### config.mk
export PLATFORM = sky130hd
export DESIGN_NAME = http_chunked_decoder
export DESIGN_NICKNAME = d
export VERILOG_FILES = /design/src/hcd_pkg.sv /design/src/hcd_front.sv /design/src/hcd_fifo.sv /design/src/hcd_back.sv /design/src/http_chunked_decoder.sv
export SDC_FILE = /design/constraint.sdc
export NUM_CORES = 1
export LEC_CHECK = 0
export BUFFER_PORTS_ARGS = -buffer_cell sky130_fd_sc_hd__buf_2
export CORE_MARGIN = 1
export CORE_UTILIZATION = 55
export DETAILED_ROUTE_END_ITERATION = 16
export PLACE_DENSITY = 0.71
export SYNTH_ARGS = -nofsm -noshare
export SYNTH_HDL_FRONTEND = slang
export SYNTH_SLANG_ARGS = --single-unit
### constraint.sdc
create_clock -name clk -period 4.7 [get_ports clk]
set_input_delay 0.47 -clock clk [delete_from_list [all_inputs] [get_ports clk]]
set_output_delay 0.47 -clock clk [all_outputs]
set_load 0.01 [all_outputs]
### src/hcd_pkg.sv
// Shared types and constants for the chunked transfer decoder.
`default_nettype none

package hcd_pkg;

  localparam int SIZE_BITS   = 32;
  localparam int QUEUE_DEPTH = 2;
  localparam int PTR_W       = $clog2(QUEUE_DEPTH);
  localparam int CNT_W       = $clog2(QUEUE_DEPTH + 1);

  localparam logic [7:0] CH_CR = 8'h0D;
  localparam logic [7:0] CH_LF = 8'h0A;

  typedef enum logic [2:0] {
    PH_SIZE    = 3'd0,
    PH_SIZE_LF = 3'd1,
    PH_DATA    = 3'd2,
    PH_DATA_CR = 3'd3,
    PH_DATA_LF = 3'd4,
    PH_TRAILER = 3'd5,
    PH_ERROR   = 3'd6
  } phase_t;

  typedef enum logic [1:0] {
    KIND_BODY    = 2'd0,
    KIND_TRAILER = 2'd1,
    KIND_END     = 2'd2,
    KIND_ERROR   = 2'd3
  } kind_t;

  typedef struct packed {
    logic [7:0] data;
    kind_t      kind;
  } result_t;

endpackage

`default_nettype wire

### src/hcd_front.sv
// Byte parser: accepts input items, tracks chunk framing and produces result items.
`default_nettype none

module hcd_front (
  input  wire logic             clk,
  input  wire logic             rst,
  input  wire logic             accept,
  input  wire logic [7:0]       data_byte,
  input  wire logic             new_message,
  output logic                  push,
  output hcd_pkg::result_t      push_res
);

  hcd_pkg::phase_t                 phase, phase_next, ph_eff;
  logic [hcd_pkg::SIZE_BITS-1:0]   remaining, remaining_next, rem_eff, rem_dec;
  logic                            digit_seen, digit_seen_next, seen_eff;
  logic                            hex_ok;
  logic [3:0]                      hex_d;
  logic                            overflow;

  function automatic logic [4:0] hex_decode(input logic [7:0] c);
    logic [4:0] r;
    r = 5'd0;
    if (c >= 8'h30 && c <= 8'h39) begin
      r = {1'b1, 4'(c - 8'h30)};
    end else if (c >= 8'h41 && c <= 8'h46) begin
      r = {1'b1, 4'(c - 8'h37)};
    end else if (c >= 8'h61 && c <= 8'h66) begin
      r = {1'b1, 4'(c - 8'h57)};
    end
    return r;
  endfunction

  always_comb begin
    ph_eff   = new_message ? hcd_pkg::PH_SIZE : phase;
    rem_eff  = new_message ? '0 : remaining;
    seen_eff = new_message ? 1'b0 : digit_seen;
    {hex_ok, hex_d} = hex_decode(data_byte);
    overflow = (rem_eff[hcd_pkg::SIZE_BITS-1 -: 4] != 4'd0);
    rem_dec  = rem_eff - hcd_pkg::SIZE_BITS'(1);
  end

  always_comb begin
    phase_next      = ph_eff;
    remaining_next  = rem_eff;
    digit_seen_next = seen_eff;
    push            = 1'b0;
    push_res.data   = 8'd0;
    push_res.kind   = hcd_pkg::KIND_ERROR;
    case (ph_eff)
      hcd_pkg::PH_SIZE: begin
        if (hex_ok) begin
          if (overflow) begin
            phase_next = hcd_pkg::PH_ERROR;
            push       = 1'b1;
          end else begin
            remaining_next  = {rem_eff[hcd_pkg::SIZE_BITS-5:0], hex_d};
            digit_seen_next = 1'b1;
          end
        end else if (!seen_eff && (data_byte == hcd_pkg::CH_CR ||
                                   data_byte == hcd_pkg::CH_LF)) begin
          phase_next = hcd_pkg::PH_SIZE;
        end else if (seen_eff && data_byte == hcd_pkg::CH_CR) begin
          phase_next = hcd_pkg::PH_SIZE_LF;
        end else begin
          phase_next = hcd_pkg::PH_ERROR;
          push       = 1'b1;
        end
      end
      hcd_pkg::PH_SIZE_LF: begin
        if (data_byte != hcd_pkg::CH_LF) begin
          phase_next = hcd_pkg::PH_ERROR;
          push       = 1'b1;
        end else begin
          digit_seen_next = 1'b0;
          if (rem_eff == '0) begin
            phase_next    = hcd_pkg::PH_TRAILER;
            push          = 1'b1;
            push_res.kind = hcd_pkg::KIND_END;
          end else begin
            phase_next = hcd_pkg::PH_DATA;
          end
        end
      end
      hcd_pkg::PH_DATA: begin
        remaining_next = rem_dec;
        if (rem_dec == '0) begin
          phase_next = hcd_pkg::PH_DATA_CR;
        end
        push          = 1'b1;
        push_res.data = data_byte;
        push_res.kind = hcd_pkg::KIND_BODY;
      end
      hcd_pkg::PH_DATA_CR: begin
        if (data_byte != hcd_pkg::CH_CR) begin
          phase_next = hcd_pkg::PH_ERROR;
          push       = 1'b1;
        end else begin
          phase_next = hcd_pkg::PH_DATA_LF;
        end
      end
      hcd_pkg::PH_DATA_LF: begin
        if (data_byte != hcd_pkg::CH_LF) begin
          phase_next = hcd_pkg::PH_ERROR;
          push       = 1'b1;
        end else begin
          phase_next      = hcd_pkg::PH_SIZE;
          remaining_next  = '0;
          digit_seen_next = 1'b0;
        end
      end
      hcd_pkg::PH_TRAILER: begin
        push          = 1'b1;
        push_res.data = data_byte;
        push_res.kind = hcd_pkg::KIND_TRAILER;
      end
      default: begin
        phase_next = hcd_pkg::PH_ERROR;
      end
    endcase
    push = push & accept;
  end

  always_ff @(posedge clk) begin
    if (rst) begin
      phase      <= hcd_pkg::PH_SIZE;
      remaining  <= '0;
      digit_seen <= 1'b0;
    end else if (accept) begin
      phase      <= phase_next;
      remaining  <= remaining_next;
      digit_seen <= digit_seen_next;
    end
  end

  a_error_silent: assert property (@(posedge clk) disable iff (rst)
    accept && !new_message && phase == hcd_pkg::PH_ERROR |-> !push)
    else $error("result produced in error phase");

  a_data_nonzero: assert property (@(posedge clk) disable iff (rst)
    phase == hcd_pkg::PH_DATA |-> remaining != '0)
    else $error("data phase with zero count");

endmodule

`default_nettype wire

### src/hcd_fifo.sv
// Short result queue between the parser and the output stage.
`default_nettype none

module hcd_fifo (
  input  wire logic             clk,
  input  wire logic             rst,
  input  wire logic             push,
  input  wire hcd_pkg::result_t push_res,
  input  wire logic             pop,
  output hcd_pkg::result_t      head,
  output logic                  empty,
  output logic                  full
);

  hcd_pkg::result_t                mem [hcd_pkg::QUEUE_DEPTH];
  logic [hcd_pkg::PTR_W-1:0]       wr_ptr, rd_ptr;
  logic [hcd_pkg::CNT_W-1:0]       count;

  assign empty = (count == '0);
  assign full  = (count == hcd_pkg::CNT_W'(hcd_pkg::QUEUE_DEPTH));
  assign head  = mem[rd_ptr];

  always_ff @(posedge clk) begin
    if (push) begin
      mem[wr_ptr] <= push_res;
    end
  end

  always_ff @(posedge clk) begin
    if (rst) begin
      wr_ptr <= '0;
      rd_ptr <= '0;
      count  <= '0;
    end else begin
      if (push) begin
        wr_ptr <= wr_ptr + hcd_pkg::PTR_W'(1);
      end
      if (pop) begin
        rd_ptr <= rd_ptr + hcd_pkg::PTR_W'(1);
      end
      if (push && !pop) begin
        count <= count + hcd_pkg::CNT_W'(1);
      end else if (pop && !push) begin
        count <= count - hcd_pkg::CNT_W'(1);
      end
    end
  end

  a_no_overflow: assert property (@(posedge clk) disable iff (rst)
    push |-> !full)
    else $error("push into full queue");

  a_no_underflow: assert property (@(posedge clk) disable iff (rst)
    pop |-> !empty)
    else $error("pop from empty queue");

  a_count_bound: assert property (@(posedge clk) disable iff (rst)
    count <= hcd_pkg::CNT_W'(hcd_pkg::QUEUE_DEPTH))
    else $error("queue count out of range");

endmodule

`default_nettype wire

### src/hcd_back.sv
// Output stage: drains the result queue into a registered output item.
`default_nettype none

module hcd_back (
  input  wire logic             clk,
  input  wire logic             rst,
  input  wire hcd_pkg::result_t head,
  input  wire logic             empty,
  output logic                  pop,
  output logic                  out_valid,
  input  wire logic             out_stall,
  output logic [7:0]            out_byte,
  output logic [1:0]            out_kind
);

  hcd_pkg::result_t out_res;

  assign pop      = !empty && (!out_valid || !out_stall);
  assign out_byte = out_res.data;
  assign out_kind = out_res.kind;

  always_ff @(posedge clk) begin
    if (rst) begin
      out_valid <= 1'b0;
    end else if (pop) begin
      out_valid <= 1'b1;
    end else if (!out_stall) begin
      out_valid <= 1'b0;
    end
  end

  always_ff @(posedge clk) begin
    if (pop) begin
      out_res <= head;
    end
  end

endmodule

`default_nettype wire

### src/http_chunked_decoder.sv
// Top level of the HTTP/1.1 chunked transfer decoder.
//
//  channel | valid     | stall     | fields
//  --------+-----------+-----------+-----------------------
//  input   | in_valid  | in_stall  | data_byte, new_message
//  output  | out_valid | out_stall | out_byte, out_kind
//
// One input item per cycle while in_stall is low; the parser registers its state on each accepted item.
// A result passes through the result queue and then the registered output stage before it is valid.
// in_stall rises only when the two-entry result queue is full.
// rst (synchronous) returns the parser to a fresh size line and empties the queue.
`default_nettype none

module http_chunked_decoder (
  input  wire logic       clk,
  input  wire logic       rst,
  input  wire logic       in_valid,
  output logic            in_stall,
  input  wire logic [7:0] data_byte,
  input  wire logic       new_message,
  output logic            out_valid,
  input  wire logic       out_stall,
  output logic [7:0]      out_byte,
  output logic [1:0]      out_kind
);

  logic                 accept;
  logic                 push, pop, empty, full;
  hcd_pkg::result_t     push_res, head;

  assign in_stall = full;
  assign accept   = in_valid && !full;

  hcd_front u_front (
    .clk         (clk),
    .rst         (rst),
    .accept      (accept),
    .data_byte   (data_byte),
    .new_message (new_message),
    .push        (push),
    .push_res    (push_res)
  );

  hcd_fifo u_fifo (
    .clk      (clk),
    .rst      (rst),
    .push     (push),
    .push_res (push_res),
    .pop      (pop),
    .head     (head),
    .empty    (empty),
    .full     (full)
  );

  hcd_back u_back (
    .clk       (clk),
    .rst       (rst),
    .head      (head),
    .empty     (empty),
    .pop       (pop),
    .out_valid (out_valid),
    .out_stall (out_stall),
    .out_byte  (out_byte),
    .out_kind  (out_kind)
  );

endmodule

`default_nettype wire
==> flow_metrics.env <==
export IMPL_initial_core_util=0.568
export IMPL_holdWs_ns=0.379
export IMPL_placedCellCount=776
export IMPL_status="complete, no violations"
export IMPL_grt_pass1_vias=4873
export IMPL_ir_worst_vdd_uv=217
export IMPL_synth_compound_area_frac=0.260
export IMPL_leakage_nw=1.88
export IMPL_cp_start_kind="flop"
export IMPL_die_w_um=99.9
export IMPL_drv_cap=0
export IMPL_synth_top_family_by_area="compound AO/OA/AOI/OAI gates"
export IMPL_clkLatencyLatePin_ns=0.37
export IMPL_cts_tree="built"
export IMPL_portBuffers=24
export IMPL_cp_top_family="simple AND/OR/NAND/NOR gates"
export IMPL_syn_area_um2=5270
export IMPL_met2_length_um=6970
export IMPL_crit_fanout=10
export IMPL_fin_skew_ns=0.0106
export IMPL_insertedDiodeCount=0
export IMPL_ant_nets=0
export IMPL_nFillCells=871
export IMPL_setup_viol=0
export IMPL_coreArea_um2=9280
export IMPL_synth_area_leader_cell="edfxtp_1"
export IMPL_period_needed_ns=3.43
export IMPL_yosys_mux_area_fraction=0.0275
export IMPL_drt_first_pass_iters=5
export IMPL_syn_avg_cell_area_um2=7.88
export IMPL_dp_final_hpwl_um=10700
export IMPL_grt_max_degree=45
export IMPL_cp_common_cell="nor4_1"
export IMPL_top_layer="met4"
export IMPL_grt_pass1_wl_um=25800
export IMPL_synthesis_nets=690
export IMPL_synth_xor_area_frac=0.0415
export IMPL_fmax_mhz=292
export IMPL_yosys_area_share_simple=0.257
export IMPL_finalPower_mw=2.48
export IMPL_htreeDepth=3
export IMPL_holdBufCountCts=0
export IMPL_die_area_um2=9980
export IMPL_drtIter0Drc=636
export IMPL_ys_flop_type="dfxtp_1"
export IMPL_antenna_found_initial=0
export IMPL_route_met3_wl_um=2000
export IMPL_post_cts_buffers=0
export IMPL_crit_type="reg -> reg"
export IMPL_tightest_slew_ns=1.02
export IMPL_crit_slowest_cell="nor2b_1"
export IMPL_synth_edf_count=30
export IMPL_synth_cells=669
export IMPL_ctsResizeCount=0
export IMPL_rsz0062_at_grt="no"
export IMPL_yosysWarnings=0
export IMPL_clk_pin_slew_ns=0.09
export IMPL_instances_no_fill=792
export IMPL_synth_seq_area_share=0.327
export IMPL_cts_buffer_depth=2
export IMPL_nets=679
export IMPL_tns_ns=0
export IMPL_synth_top_area_frac=0.171
export IMPL_cp_cell_sequence="nor4_1 > a41oi_1 > nor4_1 > o21ai_0 > and2_1 > a21oi_1 > nor2b_1"
export IMPL_overflow=0
export IMPL_worst_endpoint_required_ns=4.70
export IMPL_io_pins=25
export IMPL_grt_total_usage=0.330
export IMPL_vias=5394
export IMPL_fin_crit_sh=0.729
export IMPL_wl_um=16100
export IMPL_synth_fa_ha_area_frac=0.0190
export IMPL_ys_top_cells_by_area="edfxtp_1, dfxtp_1, a21oi_1, o21ai_0, nor2_1"
export IMPL_drc=0
export IMPL_fp_row_count=35
export IMPL_gp_congestion=0.951
export IMPL_drive_above_1_share=0.131
export IMPL_async_reset_ff_frac=0
export IMPL_slowest_delay_ns=0.73
export IMPL_viasPerCell=6.81
export IMPL_cts_sinks=71
export IMPL_crit_buf_inv=0
export IMPL_die_h_um=99.9
export IMPL_hold_viol=0
export IMPL_maxSlewViolCount=0
export IMPL_critPathCaptureType="flop"
export IMPL_met1_length_um=6730
export IMPL_area_growth_pct=5.32
export IMPL_hold_class="in -> reg"
export IMPL_drt_wirelength_per_cell_um=20.3
export IMPL_netlist_top_cells_count="a21oi_1, nor2_1, o21ai_0"
export IMPL_p_per_area_nw_per_um2=446
export IMPL_cts_buffers=9
export IMPL_final_util=0.598
export IMPL_max_slew_margin_rel=0.315
export IMPL_ys_seq_elements=71
export IMPL_synth_cell_types=67
export IMPL_worstPathArrival_ns=3.43
export IMPL_clock_root_buffer="clkbuf_8"
-- final timing paths --
path	start	endpoint	slack (ns)	cells past startpoint
worst max-delay path	u_front.remaining[20]	u_fifo.mem[0][6]	1.27	7
worst min register to register	u_back.out_valid	u_back.out_valid	0.49	2
worst min-delay path	out_stall	u_back.out_valid	0.38	3
worst max register to register	u_front.remaining[20]	u_fifo.mem[0][6]	1.27	7
-- cell usage in the layout, fill, tap and decap left out, drive strengths merged, types with 4 or more instances in the layout --
master and instances:
a211oi 7, a21o 8, a21oi 68, a221oi 5, a311oi 5, a31o 4
a31oi 11, and2 14, and3 4, buf 36, clkbuf 9, dfxtp 41
edfxtp 30, ha 8, inv 27, mux2 12, nand2 56, nand3 19
nand4 18, nor2 67, nor2b 9, nor3 20, nor4 25, o211ai 6
o21a 4, o21ai 65, o31ai 5, or3 5, or4 6, xnor2 18
xor2 7
-- registers in the layout (all words and copies together), names as in the netlist --
| name | count |
|---|---|
| u_back.out_byte | 8 |
| u_fifo.wr_ptr | 1 |
| u_back.out_kind | 2 |
| u_fifo.count | 2 |
| u_back.out_valid | 1 |
| u_fifo.mem | 20 |
| u_front.phase | 3 |
| u_front.digit_seen | 1 |
| u_front.remaining | 32 |
| u_fifo.rd_ptr | 1 |
-- stage by stage --
step	worst slack, ns	area [um2]
finish	1.27	5550
global route	1.01	5550
CTS	1.28	5550
detailed placement	1.01	5370
global placement	1.22	5370
floorplan	1.47	5270
-- logic make-up (layout without fill, tap and decap cells) --
kind of cell | count (synthesis) | count (layout)
buffers and inverters | 80 | 74
xor gates and xnor gates | 25 | 25
muxes | 13 | 13
and+or+nand+nor | 257 | 257
AOI/OAI and AO/OA | 215 | 215
adders and majority gates | 8 | 8
DFF | 71 | 71
-- power breakdown --
part / total [mW] / internal, mW / switching, mW
Clock: 0.494 / 0.203 / 0.291
Combinational: 1.07 / 0.409 / 0.656
Sequential: 0.919 / 0.788 / 0.131
-- tightest hold or removal path, stage by stage --
cell     delay (ns)
buf_2          0.09
nand2_1        0.08
a21oi_1        0.06
-- final cells by class --
class	count	area, um2	share of cell area
Clock buffer	9	124	0.0223
Tap cell	129	161	0.0291
Sequential cell	71	1720	0.310
Timing Repair Buffer	36	210	0.0379
Clock inverter	7	61.3	0.0110
Multi-Input combinational cell	518	3190	0.575
Inverter	22	82.6	0.0149
-- metal layers --
layer | vias up | GRT usage
li1 | 2441 | -
met4 | 0 | 0.124
met1 | 2531 | 0.463
met5 | - | 0
met2 | 366 | 0.484
met3 | 56 | 0.0877
Note: power is estimated with default switching activity, not from simulation.
